**config.mk**
```make
export PLATFORM = sky130hd
export DESIGN_NAME = fm_mfm_track_encoder_core_flat
export DESIGN_NICKNAME = d
export VERILOG_FILES = /design/src/design/fmtrk_pkg.sv /design/src/design/fmtrk_in_if.sv /design/src/design/fmtrk_out_if.sv /design/src/design/fmtrk_cells.sv /design/src/design/fmtrk_fold.sv /design/src/design/fm_mfm_track_encoder_core.sv /design/src/flat_wrapper.sv
export VERILOG_INCLUDE_DIRS = /design/src /design/src/design
export SDC_FILE = /design/constraint.sdc
export NUM_CORES = 1
export LEC_CHECK = 0
export BUFFER_PORTS_ARGS = -buffer_cell sky130_fd_sc_hd__buf_2
export CAP_MARGIN = 20
export CORE_ASPECT_RATIO = 2
export CORE_MARGIN = 4
export CORE_UTILIZATION = 60
export CTS_CLUSTER_DIAMETER = 80
export DETAILED_ROUTE_END_ITERATION = 10
export MAX_ROUTING_LAYER = met4
export PLACE_DENSITY = 0.91
export SLEW_MARGIN = 10
export SYNTH_ARGS = -nofsm -noshare
export SYNTH_HDL_FRONTEND = slang
export SYNTH_SLANG_ARGS = --single-unit
```
**constraint.sdc**
```tcl
create_clock -name clk -period 7.43 [get_ports clk]
set_clock_uncertainty 0.2 [all_clocks]
set_input_delay 0.743 -clock clk [delete_from_list [all_inputs] [get_ports clk]]
set_output_delay 0.743 -clock clk [all_outputs]
set_load 0.01 [all_outputs]
```
**src/design/assert_macros.svh**
```systemverilog
// Shared assertion macros for the track encoder.
`ifndef ASSERT_MACROS_SVH
`define ASSERT_MACROS_SVH

// Condition must hold in the same cycle as the trigger.
`define ASSERT_SAME(lbl, trig, cond) \
    lbl: assert property (@(posedge clk) disable iff (!rst_n) (trig) |-> (cond)) \
        else $error("assertion failed: same-cycle check");

// Condition must hold in the cycle after the trigger.
`define ASSERT_NEXT(lbl, trig, cond) \
    lbl: assert property (@(posedge clk) disable iff (!rst_n) (trig) |=> (cond)) \
        else $error("assertion failed: next-cycle check");

`endif

```
**src/design/fmtrk_pkg.sv**
```systemverilog
package fmtrk_pkg;

    localparam int POS_BITS   = 18;
    localparam int LEN_W      = 18;
    localparam int BYTE_W     = 8;
    localparam int WORD_W     = 16;
    localparam int STEP_W     = 5;
    localparam int FOLD_CNT_W = $clog2(POS_BITS);
    localparam int CFG_IDX_W  = 1;
    localparam int CFG_DATA_W = 18;

    localparam logic [LEN_W-1:0]     TRACK_LEN_RESET = LEN_W'(100000);
    localparam logic [STEP_W-1:0]    WORD_CELLS      = STEP_W'(16);
    localparam logic [CFG_IDX_W-1:0] CFG_MFM_MODE    = 1'b0;
    localparam logic [CFG_IDX_W-1:0] CFG_TRACK_LEN   = 1'b1;

    typedef struct packed {
        logic busy;
        logic done;
    } fold_stat_t;

    // Place bit k of a byte at bit 2k of a word.
    function automatic logic [WORD_W-1:0] spread_bits(input logic [BYTE_W-1:0] v);
        logic [WORD_W-1:0] r;
        r = '0;
        for (int k = 0; k < BYTE_W; k++) begin
            r[2*k] = v[k];
        end
        return r;
    endfunction

    // Sixteen modulo a track length of 1 to 15 cells.
    function automatic logic [STEP_W-1:0] sixteen_mod(input logic [3:0] len);
        logic [STEP_W-1:0] r;
        case (len)
            4'd3:    r = STEP_W'(1);
            4'd5:    r = STEP_W'(1);
            4'd6:    r = STEP_W'(4);
            4'd7:    r = STEP_W'(2);
            4'd9:    r = STEP_W'(7);
            4'd10:   r = STEP_W'(6);
            4'd11:   r = STEP_W'(5);
            4'd12:   r = STEP_W'(4);
            4'd13:   r = STEP_W'(3);
            4'd14:   r = STEP_W'(2);
            4'd15:   r = STEP_W'(1);
            default: r = '0;
        endcase
        return r;
    endfunction

endpackage

```
**src/design/fmtrk_in_if.sv**
```systemverilog
interface fmtrk_in_if;
    import fmtrk_pkg::*;

    logic                valid;
    logic                ready;
    logic [BYTE_W-1:0]   data_byte;
    logic [BYTE_W-1:0]   clock_mask;
    logic                start_of_run;
    logic [POS_BITS-1:0] start_bit_pos;
    logic                end_of_run;

    modport source (
        output valid, data_byte, clock_mask, start_of_run, start_bit_pos, end_of_run,
        input  ready
    );

    modport sink (
        input  valid, data_byte, clock_mask, start_of_run, start_bit_pos, end_of_run,
        output ready
    );
endinterface

```
**src/design/fmtrk_out_if.sv**
```systemverilog
interface fmtrk_out_if;
    import fmtrk_pkg::*;

    logic                valid;
    logic                ready;
    logic [WORD_W-1:0]   raw_word;
    logic [POS_BITS-1:0] bit_pos;
    logic                straddles_end;
    logic                range_error;
    logic                last_word;

    modport source (
        output valid, raw_word, bit_pos, straddles_end, range_error, last_word,
        input  ready
    );

    modport sink (
        input  valid, raw_word, bit_pos, straddles_end, range_error, last_word,
        output ready
    );
endinterface

```
**src/design/fmtrk_cells.sv**
```systemverilog
module fmtrk_cells (
    input  logic [fmtrk_pkg::BYTE_W-1:0] data_byte,
    input  logic [fmtrk_pkg::BYTE_W-1:0] clock_mask,
    input  logic                         prev_bit,
    input  logic                         mfm_mode,
    output logic [fmtrk_pkg::WORD_W-1:0] raw_word
);
    import fmtrk_pkg::*;

    logic [BYTE_W-1:0] before_bits;
    logic [BYTE_W-1:0] clock_bits;
    logic [WORD_W-1:0] clock_cells;

    // Pair each data bit with the bit sent just before it
    assign before_bits = {prev_bit, data_byte[BYTE_W-1:1]};

    // MFM: clock only between two zeros, gated by the mask; FM: mask is the clock
    assign clock_bits = mfm_mode ? (~(data_byte | before_bits) & clock_mask) : clock_mask;

    // Interleave clock cells on odd bits, data cells on even bits
    assign clock_cells = spread_bits(clock_bits);
    assign raw_word    = spread_bits(data_byte) | {clock_cells[WORD_W-2:0], 1'b0};
endmodule

```
**src/design/fmtrk_fold.sv**
```systemverilog
module fmtrk_fold (
    input  logic                           clk,
    input  logic                           rst_n,
    input  logic                           start,
    input  logic [fmtrk_pkg::POS_BITS-1:0] dividend,
    input  logic [fmtrk_pkg::LEN_W-1:0]    divisor,
    output logic [fmtrk_pkg::LEN_W-1:0]    remainder,
    output fmtrk_pkg::fold_stat_t          stat
);
    import fmtrk_pkg::*;

    logic                  busy_reg;
    logic                  done_reg;
    logic [FOLD_CNT_W-1:0] cnt_reg;
    logic [POS_BITS-1:0]   dvd_reg;
    logic [LEN_W-1:0]      rem_reg;
    logic [LEN_W:0]        rem_shift;
    logic [LEN_W:0]        rem_diff;
    logic [LEN_W-1:0]      rem_next;

    // One restoring remainder step: shift in the next dividend bit, subtract if it fits
    assign rem_shift = {rem_reg, dvd_reg[POS_BITS-1]};
    assign rem_diff  = rem_shift - {1'b0, divisor};
    assign rem_next  = (rem_shift >= {1'b0, divisor}) ? rem_diff[LEN_W-1:0]
                                                      : rem_shift[LEN_W-1:0];

    // Sequence the steps, one dividend bit per cycle
    always_ff @(posedge clk or negedge rst_n)
    begin
        if (!rst_n)
        begin
            busy_reg <= 1'b0;
            done_reg <= 1'b0;
            cnt_reg  <= '0;
        end
        else
        begin
            done_reg <= 1'b0;
            if (start)
            begin
                busy_reg <= 1'b1;
                cnt_reg  <= '0;
            end
            else if (busy_reg)
            begin
                cnt_reg <= cnt_reg + 1'b1;
                if (cnt_reg == FOLD_CNT_W'(POS_BITS - 1))
                begin
                    busy_reg <= 1'b0;
                    done_reg <= 1'b1;
                end
            end
        end
    end

    // Hold the partial remainder and the bits still to shift in
    always_ff @(posedge clk)
    begin
        if (start)
        begin
            dvd_reg <= dividend;
            rem_reg <= '0;
        end
        else if (busy_reg)
        begin
            dvd_reg <= {dvd_reg[POS_BITS-2:0], 1'b0};
            rem_reg <= rem_next;
        end
    end

    assign remainder = rem_reg;
    assign stat.busy = busy_reg;
    assign stat.done = done_reg;
endmodule

```
**src/design/fm_mfm_track_encoder_core.sv**
```systemverilog
// Each accepted word's result word is registered in the output register.
// One word per cycle while not stalled; input ready follows output ready through
// the register. A write to the track length stalls the input while the remainder
// unit reduces the held position modulo the new length, one bit per cycle.
// Reset: MFM mode, track length 100000, position 0, previous data bit 1, output empty.
`include "assert_macros.svh"

module fm_mfm_track_encoder_core (
    input  logic                             clk,
    input  logic                             rst_n,
    fmtrk_in_if.sink                         data_in,
    fmtrk_out_if.source                      data_out,
    input  logic                             cfg_we,
    input  logic [fmtrk_pkg::CFG_IDX_W-1:0]  cfg_index,
    input  logic [fmtrk_pkg::CFG_DATA_W-1:0] cfg_data
);
    import fmtrk_pkg::*;

    logic                mfm_mode_reg;
    logic [LEN_W-1:0]    len_reg;
    logic                prev_reg;
    logic [POS_BITS-1:0] pos_reg;
    logic [POS_BITS-1:0] pos_mod_reg;
    logic                fold_start_reg;

    logic                out_valid_reg;
    logic [WORD_W-1:0]   raw_word_reg;
    logic [POS_BITS-1:0] bit_pos_reg;
    logic                straddles_reg;
    logic                range_err_reg;
    logic                last_word_reg;

    logic                accept;
    logic                fold_busy;
    fold_stat_t          fold_stat;
    logic [LEN_W-1:0]    fold_rem;
    logic                range_err;
    logic [POS_BITS-1:0] pos_cur;
    logic [POS_BITS-1:0] mod_cur;
    logic                prev_cur;
    logic [STEP_W-1:0]   step;
    logic [LEN_W:0]      step_sum;
    logic [LEN_W:0]      step_diff;
    logic [POS_BITS-1:0] pos_next;
    logic                straddles;
    logic [WORD_W-1:0]   raw_word;

    // Handshake: stall while the position is being folded or the output word is held
    assign fold_busy     = fold_start_reg | fold_stat.busy | fold_stat.done;
    assign data_in.ready = !fold_busy && (!out_valid_reg || data_out.ready);
    assign accept        = data_in.valid && data_in.ready;

    // Resolve the run start
    assign range_err = data_in.start_of_run && (data_in.start_bit_pos >= len_reg);
    assign pos_cur   = data_in.start_of_run ? (range_err ? '0 : data_in.start_bit_pos)
                                            : pos_reg;
    assign mod_cur   = data_in.start_of_run ? pos_cur : pos_mod_reg;
    assign prev_cur  = data_in.start_of_run | prev_reg;

    // Advance by sixteen cells modulo the track length
    always_comb
    begin
        if (len_reg > LEN_W'(WORD_CELLS))
            step = WORD_CELLS;
        else if (len_reg == LEN_W'(WORD_CELLS))
            step = '0;
        else
            step = sixteen_mod(len_reg[3:0]);
    end

    assign step_sum  = {1'b0, mod_cur} + (LEN_W + 1)'(step);
    assign step_diff = step_sum - {1'b0, len_reg};

    always_comb
    begin
        if (len_reg == '0)
            pos_next = '0;
        else if (step_sum >= {1'b0, len_reg})
            pos_next = step_diff[POS_BITS-1:0];
        else
            pos_next = step_sum[POS_BITS-1:0];
    end

    assign straddles = ({1'b0, pos_cur} + (POS_BITS + 1)'(WORD_CELLS)) > {1'b0, len_reg};

    fmtrk_cells u_cells (
        .data_byte  (data_in.data_byte),
        .clock_mask (data_in.clock_mask),
        .prev_bit   (prev_cur),
        .mfm_mode   (mfm_mode_reg),
        .raw_word   (raw_word)
    );

    fmtrk_fold u_fold (
        .clk       (clk),
        .rst_n     (rst_n),
        .start     (fold_start_reg),
        .dividend  (pos_reg),
        .divisor   (len_reg),
        .remainder (fold_rem),
        .stat      (fold_stat)
    );

    // Take register writes and launch a fold after a length change
    always_ff @(posedge clk or negedge rst_n)
    begin
        if (!rst_n)
        begin
            mfm_mode_reg   <= 1'b1;
            len_reg        <= TRACK_LEN_RESET;
            fold_start_reg <= 1'b0;
        end
        else
        begin
            fold_start_reg <= 1'b0;
            if (cfg_we)
            begin
                unique case (cfg_index)
                    CFG_MFM_MODE:
                        mfm_mode_reg <= cfg_data[0];
                    CFG_TRACK_LEN:
                    begin
                        len_reg        <= cfg_data[LEN_W-1:0];
                        fold_start_reg <= 1'b1;
                    end
                    default: ;
                endcase
            end
        end
    end

    // Advance the run state on each accepted word
    always_ff @(posedge clk or negedge rst_n)
    begin
        if (!rst_n)
        begin
            prev_reg    <= 1'b1;
            pos_reg     <= '0;
            pos_mod_reg <= '0;
        end
        else if (accept)
        begin
            prev_reg    <= data_in.data_byte[0];
            pos_reg     <= pos_next;
            pos_mod_reg <= pos_next;
        end
        else if (fold_stat.done)
        begin
            pos_mod_reg <= fold_rem[POS_BITS-1:0];
        end
    end

    // Hold the result word until the sink takes it
    always_ff @(posedge clk or negedge rst_n)
    begin
        if (!rst_n)
            out_valid_reg <= 1'b0;
        else if (accept)
            out_valid_reg <= 1'b1;
        else if (data_out.ready)
            out_valid_reg <= 1'b0;
    end

    always_ff @(posedge clk)
    begin
        if (accept)
        begin
            raw_word_reg  <= raw_word;
            bit_pos_reg   <= pos_cur;
            straddles_reg <= straddles;
            range_err_reg <= range_err;
            last_word_reg <= data_in.end_of_run;
        end
    end

    assign data_out.valid         = out_valid_reg;
    assign data_out.raw_word      = raw_word_reg;
    assign data_out.bit_pos       = bit_pos_reg;
    assign data_out.straddles_end = straddles_reg;
    assign data_out.range_error   = range_err_reg;
    assign data_out.last_word     = last_word_reg;

    `ASSERT_SAME(a_no_accept_in_fold, fold_busy, !data_in.ready)
    `ASSERT_SAME(a_mod_in_range, !fold_busy && (len_reg != '0), pos_mod_reg < len_reg)
    `ASSERT_NEXT(a_accept_fills_out, accept, data_out.valid)
    `ASSERT_SAME(a_range_err_at_zero, data_out.valid && data_out.range_error,
                 data_out.bit_pos == '0)
endmodule
```
**src/flat_wrapper.sv**
```systemverilog
// flat-port wrapper written by rule: the top's interface ports become plain ports
module fm_mfm_track_encoder_core_flat import fmtrk_pkg::*;
  (clk, rst_n, cfg_we, cfg_index, cfg_data, data_in_valid, data_in_data_byte, data_in_clock_mask, data_in_start_of_run, data_in_start_bit_pos, data_in_end_of_run, data_in_ready, data_out_valid, data_out_raw_word, data_out_bit_pos, data_out_straddles_end, data_out_range_error, data_out_last_word, data_out_ready);
  fmtrk_in_if data_in_i ();
  fmtrk_out_if data_out_i ();
  input  logic clk;
  input  logic rst_n;
  input  logic cfg_we;
  input  logic [fmtrk_pkg::CFG_IDX_W-1:0] cfg_index;
  input  logic [fmtrk_pkg::CFG_DATA_W-1:0] cfg_data;
  input wire logic [$bits(data_in_i.valid)-1:0] data_in_valid;
  input wire logic [$bits(data_in_i.data_byte)-1:0] data_in_data_byte;
  input wire logic [$bits(data_in_i.clock_mask)-1:0] data_in_clock_mask;
  input wire logic [$bits(data_in_i.start_of_run)-1:0] data_in_start_of_run;
  input wire logic [$bits(data_in_i.start_bit_pos)-1:0] data_in_start_bit_pos;
  input wire logic [$bits(data_in_i.end_of_run)-1:0] data_in_end_of_run;
  output wire logic [$bits(data_in_i.ready)-1:0] data_in_ready;
  output wire logic [$bits(data_out_i.valid)-1:0] data_out_valid;
  output wire logic [$bits(data_out_i.raw_word)-1:0] data_out_raw_word;
  output wire logic [$bits(data_out_i.bit_pos)-1:0] data_out_bit_pos;
  output wire logic [$bits(data_out_i.straddles_end)-1:0] data_out_straddles_end;
  output wire logic [$bits(data_out_i.range_error)-1:0] data_out_range_error;
  output wire logic [$bits(data_out_i.last_word)-1:0] data_out_last_word;
  input wire logic [$bits(data_out_i.ready)-1:0] data_out_ready;
  assign data_in_i.valid = data_in_valid;
  assign data_in_i.data_byte = data_in_data_byte;
  assign data_in_i.clock_mask = data_in_clock_mask;
  assign data_in_i.start_of_run = data_in_start_of_run;
  assign data_in_i.start_bit_pos = data_in_start_bit_pos;
  assign data_in_i.end_of_run = data_in_end_of_run;
  assign data_in_ready = data_in_i.ready;
  assign data_out_valid = data_out_i.valid;
  assign data_out_raw_word = data_out_i.raw_word;
  assign data_out_bit_pos = data_out_i.bit_pos;
  assign data_out_straddles_end = data_out_i.straddles_end;
  assign data_out_range_error = data_out_i.range_error;
  assign data_out_last_word = data_out_i.last_word;
  assign data_out_i.ready = data_out_ready;
  fm_mfm_track_encoder_core u_core (.clk(clk), .rst_n(rst_n), .data_in(data_in_i), .data_out(data_out_i), .cfg_we(cfg_we), .cfg_index(cfg_index), .cfg_data(cfg_data));
endmodule
```
==> metrics.log, run 1 <==
[metrics] run status: finished clean
[metrics] post-synthesis instance total: approximately 990
[metrics] Top Ports: 99
[metrics] PnR worst setup slack: 476 ps
[metrics] number of flops mapped to enable cells by yosys: 55
[metrics] Worst Setup End Kind: flip-flop
[metrics] Synth top area share: 17.4%
[metrics] required arrival time at the worst endpoint: 7580 ps
[metrics] maximum level of the CTS H-tree: 4
[metrics] number of clock buffers inserted by TritonCTS: 17
[metrics] via density per instance: 6.51
[metrics] count of TritonRoute iterations in the first routing pass: 5
[metrics] floorplan die height: around 190 um
[metrics] net count of the finished layout: 1247
[metrics] arrival time of data at the critical path endpoint: 7110 ps
[metrics] drt drc: 0
[metrics] origin of the worst min-delay path: data_in_end_of_run
[metrics] startpoint of the most critical register-to-register path: u_core.len_reg[7]
[metrics] Fin Setup TNS: 0 ps
[metrics] cell with the most instances on the worst path: sky130_fd_sc_hd__ha_1
[metrics] highest achievable clock rate: 0.144 GHz
[metrics] Slew headroom: between 40 and 50%
[metrics] post-detailed-placement cell area: 10300 um2
[metrics] startpoint type of the worst setup path: flip-flop
[metrics] effective utilization at floorplan: 61.5%
[metrics] post-detail-place hpwl: 21000 um
[metrics] Final min period: 6950 ps
[metrics] number of instances in the placed design: 1279
[metrics] total of buffers placed on input and output ports: roughly 100
[metrics] Max VDD drop: 0.181 mV
[metrics] post-detailed-route wirelength per cell: 21.9 um
[metrics] global-route total usage across every layer: 32.8%
[metrics] number of cells traversed by the worst hold path: 1
[metrics] Post-synth top flop: sky130_fd_sc_hd__dfrtp_1
[metrics] final routed wirelength across all metal layers: 28700 um
[metrics] share of post-route cells with drive strength above 1: 19.1%
[metrics] number of nets with antenna violations after detailed routing: 0
[metrics] Power Dens Cells: 374 nW/um2
[metrics] count of buffer and inverter cells on the critical path: 1
[metrics] clock insertion delay at the later pin of the skew report: roughly 440 ps
[metrics] count of pins over their slew limit: 0
[metrics] synthesis-stage register bit count: 138
[metrics] final global-route overflow total: 0
[metrics] pin count of the biggest net entering global routing: 66
[metrics] floorplan core area: around 15000 um2
[metrics] Mapped Avg Cell Area: 9.64 um2
[metrics] worst-path cell with the longest stage delay: sky130_fd_sc_hd__dfstp_2
[metrics] number of global-route vias before repair: 8669
[metrics] Final GP Congestion: between 1 and 1.5
[metrics] nets in the synthesized netlist: 1134
[metrics] Leak: around 4.9 nW
[metrics] via total after detailed routing: 8546
[metrics] CTS Hold Bufs: 0
[metrics] count of final setup violators: 0
[metrics] cell taking the most area after synthesis: sky130_fd_sc_hd__edfxtp_1
[metrics] CP Max Fanout: 21
[metrics] Yosys warning total: 0
[metrics] Clk pin slew, worst setup/hold paths: 60 ps
[metrics] number of rows in the core area: between 60 and 70
[metrics] CTS Buffer Depth: 2
[metrics] path type of the worst setup path: flip-flop to flip-flop
[metrics] wire length of the first global-routing pass: 44800 um
[metrics] number of violations reported at the end of detailed-routing iteration 0: ~680
[metrics] top area cells in the synthesized netlist: sky130_fd_sc_hd__edfxtp_1 17%, sky130_fd_sc_hd__dfrtp_1 15%, sky130_fd_sc_hd__ha_1 11%, sky130_fd_sc_hd__dfxtp_1 3.8%, sky130_fd_sc_hd__o21ai_0 3.2%
[metrics] Max Cap Viol: 0
[metrics] Mapped Area: approximately 9500 um2
[metrics] Die Area: 18100 um2
[metrics] setup repair after global routing missed its margin: no
[metrics] final design instance area without fill: 10900 um2
[metrics] Final period util: 93.6%
[metrics] post-place setup slack: 255 ps
[metrics] final core utilization: between 70% and 80%
[metrics] floorplan die width: 97.0 um
[metrics] final non-filler cell total: 1313
[metrics] kind of cell adding the most delay to the critical path: compound AO/OA/AOI/OAI gates
[metrics] number of cells traversed by the worst register-to-register path: 25
[metrics] logic depth of the worst setup path including buffers: 25
[metrics] number of hold violations in the final report: 0
[metrics] synth-to-layout area growth: 14.9%
[metrics] Synth async-reset ratio: 47.1%
[metrics] clock sink count: ~140
[metrics] path class of the lowest-slack min-delay path: input pin to flip-flop
[metrics] register area share after synthesis: 38.4%
[metrics] Tightest Pin Transition: 869 ps
[metrics] most instantiated cells after synthesis: 84 x sky130_fd_sc_hd__ha_1, 78 x sky130_fd_sc_hd__nand2_1, 60 x sky130_fd_sc_hd__nor2_1, 60 x sky130_fd_sc_hd__o21ai_0, 59 x sky130_fd_sc_hd__a21oi_1
[metrics] worst stage delay on the critical path: between 500 and 600 ps
[metrics] post-synthesis cell type count: between 70 and 80
[metrics] antenna violations before repair: 2
[metrics] Setup crit start: u_core.len_reg[7]
[metrics] count leader, synth: sky130_fd_sc_hd__ha_1
[metrics] Root Buffer Master: sky130_fd_sc_hd__clkbuf_16
[metrics] CTS tree: built
cells in the final DEF (no fill, tap or decap), types with 17 or more instances in the layout:
cell	Yosys	routed
sky130_fd_sc_hd__clkbuf_16	0	17
sky130_fd_sc_hd__xor2_1	23	23
sky130_fd_sc_hd__dfxtp_1	18	18
sky130_fd_sc_hd__dfrtp_1	57	57
sky130_fd_sc_hd__ha_1	84	84
sky130_fd_sc_hd__nand2_1	78	78
sky130_fd_sc_hd__nor2_1	60	60
sky130_fd_sc_hd__nor3_1	22	22
sky130_fd_sc_hd__xnor2_1	26	26
sky130_fd_sc_hd__buf_4	3	31
sky130_fd_sc_hd__o21ai_0	60	60
sky130_fd_sc_hd__mux2i_1	18	18
sky130_fd_sc_hd__nor2b_1	21	21
sky130_fd_sc_hd__o22ai_1	19	19
sky130_fd_sc_hd__buf_2	4	98
sky130_fd_sc_hd__mux2_2	19	19
sky130_fd_sc_hd__a21oi_1	59	59
sky130_fd_sc_hd__and2_1	19	19
sky130_fd_sc_hd__edfxtp_1	55	55
sky130_fd_sc_hd__a21o_1	34	34
sky130_fd_sc_hd__inv_1	55	55
where the power goes:
group / switching (mW) / leakage [nW] / internal, mW / total [mW]
Combinational: 1.11 / 3.09 / 0.868 / 1.98
Sequential: 0.185 / 1.49 / 1.04 / 1.22
Clock: 0.353 / 0.293 / 0.529 / 0.882
Total: 1.65 / 4.87 / 2.43 / 4.09
worst paths after layout:
kind / to / slack (ps)
max: u_core.pos_mod_reg[0] / 480
min reg2reg: u_core.prev_reg / 300
max reg2reg: u_core.pos_mod_reg[0] / 480
min in group asynchronous: u_core.u_fold.cnt_reg[3] / 290
max in group asynchronous: u_core.pos_reg[14] / 6150
min: u_core.data_out.last_word / 280
metrics by stage:
| stage | total power, mW | hold slack (ps) |
|---|---|---|
| final | 4.09 | 282 |
| after global routing | 4.32 | 293 |
| after CTS | 4.03 | 279 |
| after detailed placement | 3.13 | 253 |
| after global placement | 3.06 | 249 |
| after floorplan | 2.67 | 239 |
metal layers:
metal	part of all wire [%]	vias to the layer above	wire length, um	global-route usage [%]
li1	-	3897	-	-
met1	34	3980	9860	33.4
met2	51	497	14700	56.6
met3	7.4	172	2110	5.36
met4	7.2	0	2070	24.6
met5	0	-	0	-
cell families (layout without fill, tap and decap cells):
family | count (synthesis) | after routing | synth area share, %
AO/OA/AOI/OAI | 305 | 305 | 22.6
other | 0 | 2 | 0
adder cells (fa/ha/maj) | 87 | 87 | 11.7
XOR/XNOR | 49 | 49 | 4.51
AND/OR/NAND/NOR | 275 | 275 | 14.3
buffers and inverters | 93 | 219 | 4.00
multiplexers | 40 | 40 | 4.50
flip-flops | 138 | 138 | 38.4
final cells by class:
cell class	count	area, um2
antenna	2	5.00
sequential	138	3650
fill	1087	4520
multi-input combinational	756	5490
timing repair buffer	129	723
tap	198	248
clock buffer	18	429
inverter	58	218
clock inverter	14	170
repair_timing:
item,4_1_cts,5_1_grt
gates resized for setup,0,1
setup buffers,0,0
setup endpoints to repair,0,5
(Power assumes the default switching activity.)
==> inputs of run 2 (changes only) <==
CORE_UTILIZATION = 30   (was 60)
PLACE_DENSITY = 0.56   (was 0.91)
clock period = 8.6 ns   (was 7.43 ns; I/O delays follow)
==> run 2 against run 1 <==
Compared with the run above:
- first-iteration DRC count shrank 20%
- register-to-register slack better by 670 ps
- total power down 15%
- cell area increased by 1.1%
- sequential power decreased by 14%
- largest power group unchanged
- utilization fell by 36 points
==> metrics.log, run 2 (synthesis gave the netlist of run 1 again) <==
[metrics] run status: finished clean
[metrics] number of clock buffers inserted by TritonCTS: 17 (unchanged)
[metrics] CTS Hold Bufs: 0 (unchanged)
[metrics] clock share of power: 21.3% (-0.3 points)
[metrics] synth-to-layout area growth: 16.3%
[metrics] Leak: 4.79 nW (-1.7%)
[metrics] number of nets with antenna violations after detailed routing: 0 (unchanged)
[metrics] net count of the finished layout: 1229 (-1.4%)
[metrics] number of global-route vias before repair: 8366 (-3.5%)
[metrics] origin of the worst min-delay path: u_core.prev_reg
[metrics] Max Cap Viol: 0 (unchanged)
[metrics] startpoint of the most critical register-to-register path: u_core.len_reg[4]
[metrics] number of cells traversed by the worst hold path: 2 (+1)
[metrics] Clk pin slew, worst setup/hold paths: 70 ps (about the same)
[metrics] clock insertion delay at the later pin of the skew report: 440 ps (about the same)
[metrics] Top Ports: 99 (unchanged)
[metrics] startpoint type of the worst setup path: flip-flop
[metrics] number of instances resized during post-cts repair: 0 (unchanged)
[metrics] number of cells traversed by the worst register-to-register path: 25 (unchanged)
[metrics] total internal power: 2.05 mW (-16%)
[metrics] Tightest Pin Transition: 944 ps (+74.9 ps)
[metrics] Worst Setup End Kind: flip-flop
[metrics] Root Buffer Master: sky130_fd_sc_hd__clkbuf_16
[metrics] antenna diode count: 0 (-2)
[metrics] setup repair after global routing missed its margin: no
[metrics] floorplan die width: 134 um (+38%)
[metrics] floorplan die height: 260 um (+40%)
[metrics] number of hold violations in the final report: 0 (unchanged)
[metrics] final global-route overflow total: 0 (unchanged)
[metrics] most frequent cells in the layout: 97 x sky130_fd_sc_hd__buf_2, 84 x sky130_fd_sc_hd__ha_1, 78 x sky130_fd_sc_hd__nand2_1, 60 x sky130_fd_sc_hd__o21ai_0, 60 x sky130_fd_sc_hd__nor2_1
[metrics] combinational share of power: 48.4% (about the same)
[metrics] CTS tree: built
[metrics] most frequent standard cell in the layout excluding fill and tap cells: sky130_fd_sc_hd__buf_2
[metrics] Max VDD drop: 0.145 mV (-20%)
[metrics] pin count of the biggest net entering global routing: 66 (unchanged)
[metrics] final design instance area without fill: 11100 um2 (+1.1%)
[metrics] Final GP Congestion: 1.04 (+2.3%)
[metrics] count of final setup violators: 0 (unchanged)
[metrics] effective utilization at floorplan: 30.3% (-31 points)
[metrics] clock sink count: 138 (unchanged)
[metrics] via density per instance: 5.27 (-19%)
[metrics] drt drc: 0 (unchanged)
[metrics] Die Area: 34800 um2 (+93%)
[metrics] path type of the worst setup path: flip-flop to flip-flop
[metrics] Fin Setup TNS: 0 ps (unchanged)
[metrics] global-route total usage across every layer: 18.4% (-14 points)
[metrics] Final min period: 7460 ps (+502 ps)
[metrics] number of violations reported at the end of detailed-routing iteration 0: 546 (-20%)
[metrics] count of TritonRoute iterations in the first routing pass: 5 (unchanged)
[metrics] setup bufs post-CTS: 0 (unchanged)
[metrics] post-detailed-route wirelength per cell: 20.3 um (-7.3%)
[metrics] share of post-route cells with drive strength above 1: 18.0% (-1.1 points)
[metrics] highest achievable clock rate: 0.134 GHz (-6.7%)
[metrics] maximum level of the CTS H-tree: 4 (unchanged)
[metrics] required arrival time at the worst endpoint: 8770 ps (+1190 ps)
[metrics] Hold Crit Endpoint: u_core.prev_reg
[metrics] total of buffers placed on input and output ports: 98 (unchanged)
[metrics] post-detailed-placement cell area: 10500 um2 (+1.4%)
[metrics] arrival time of data at the critical path endpoint: 7630 ps (+520 ps)
[metrics] final routed wirelength across all metal layers: 30800 um (+7.2%)
[metrics] CTS Buffer Depth: 2 (unchanged)
[metrics] number of rows in the core area: 92 (+44%)
[metrics] sequential cell fraction of total power: 30.3% (+0.4 points)
[metrics] worst r2r dst: u_core.pos_mod_reg[10]
[metrics] total net switching power: 1.42 mW (-14%)
[metrics] via total after detailed routing: 8002 (-6.4%)
[metrics] Power Dens Cells: 313 nW/um2 (-16%)
[metrics] Final period util: 86.7% (-6.9 points)
[metrics] reg-to-reg setup timing slack: 1140 ps (+670 ps)
[metrics] path class of the lowest-slack min-delay path: flip-flop to flip-flop
[metrics] net switching share of the total power: 40.9% (+0.48 points)
[metrics] floorplan core area: 31400 um2 (+100%)
[metrics] Slew headroom: 37.1% (-5.0 points)
[metrics] wire length of the first global-routing pass: 47600 um (+6.3%)
[metrics] antenna violations before repair: 0 (-2)
[metrics] count of pins over their slew limit: 0 (unchanged)
[metrics] CP Max Fanout: 37 (+76%)
[metrics] post-detail-place hpwl: 24100 um (+14%)
-- run 2: critical path: stages, from the launching register on --
cell and delay (ps):
sky130_fd_sc_hd__dfrtp_1 370, sky130_fd_sc_hd__inv_1 230, sky130_fd_sc_hd__ha_1 290, sky130_fd_sc_hd__o21ai_0 610
sky130_fd_sc_hd__a2111oi_4 240, sky130_fd_sc_hd__a2111oi_4 530, sky130_fd_sc_hd__buf_4 450, sky130_fd_sc_hd__nand2_1 120
sky130_fd_sc_hd__o21ai_0 100, sky130_fd_sc_hd__ha_1 240, sky130_fd_sc_hd__nand4_1 90, sky130_fd_sc_hd__a2111oi_0 380
sky130_fd_sc_hd__a311o_1 310, sky130_fd_sc_hd__nand2_1 210, sky130_fd_sc_hd__nor3_1 260, sky130_fd_sc_hd__xor2_1 240
sky130_fd_sc_hd__ha_1 350, sky130_fd_sc_hd__a21oi_1 180, sky130_fd_sc_hd__o21bai_1 120, sky130_fd_sc_hd__a211oi_1 270
sky130_fd_sc_hd__o21ai_0 130, sky130_fd_sc_hd__a221o_1 350, sky130_fd_sc_hd__a31o_2 420, sky130_fd_sc_hd__nor2_2 340
sky130_fd_sc_hd__o2bb2ai_1 190, sky130_fd_sc_hd__o22a_1 150
-- run 2: power groups by stage --
stage / Clock (mW) / Sequential [mW] / Combinational (mW)
floorplan: 0 / 0.996 / 1.31
global placement: 0 / 1.05 / 1.65
detailed placement: 0 / 1.06 / 1.67
CTS: 0.752 / 1.05 / 1.68
global route: 0.775 / 1.07 / 1.86
finish: 0.737 / 1.05 / 1.68
-- run 2: how the worst max path moves through the flow --
| stage | start | slack (ps) | cells past startpoint | end |
|---|---|---|---|---|
| final | u_core.len_reg[4] | 1140 | 25 | u_core.pos_mod_reg[10] |
| after global routing | u_core.len_reg[16] | 650 | 26 | u_core.pos_mod_reg[17] |
| after CTS | u_core.len_reg[4] | 1180 | 25 | u_core.pos_mod_reg[12] |
| after detailed placement | data_in_start_bit_pos[4] | 860 | 25 | u_core.pos_mod_reg[12] |
| after global placement | data_in_start_bit_pos[4] | 1020 | 25 | u_core.pos_mod_reg[17] |
| after floorplan | data_in_start_bit_pos[0] | 1590 | 30 | u_core.pos_mod_reg[0] |
-- run 2: routing by layer --
layer  global-route usage [%]  routed length, um  up-vias  part of all wire (%)
li1                         -                  -     3861                     -
met1                     17.1              10900     3897                    35
met2                     35.7              17700      174                    57
met3                     2.85                849       70                   2.8
met4                     9.27               1420        0                   4.6
met5                        -                  0        -                     0
-- run 2: final cells by class --
class / instances / area, um2
Clock inverter: 12 / 96.3
Inverter: 58 / 218
Clock buffer: 20 / 489
Tap cell: 423 / 529
Multi-Input combinational cell: 756 / 5490
Fill cell: 3164 / 20400
Timing Repair Buffer: 111 / 591
Sequential cell: 138 / 3650
-- run 2: metrics by stage --
| step | util, % | setup WS [ps] | power, mW | hold slack, ps | std cells |
|---|---|---|---|---|---|
| after floorplan | - | 1590 | 2.31 | 239 | 987 |
| after global placement | 33.3 | 1020 | 2.70 | 258 | 1486 |
| after detailed placement | 33.3 | 857 | 2.73 | 261 | 1486 |
| after CTS | 35.2 | 1180 | 3.47 | 269 | 1518 |
| after global routing | 35.2 | 651 | 3.71 | 305 | 1518 |
| final | 35.2 | 1140 | 3.46 | 265 | 1518 |
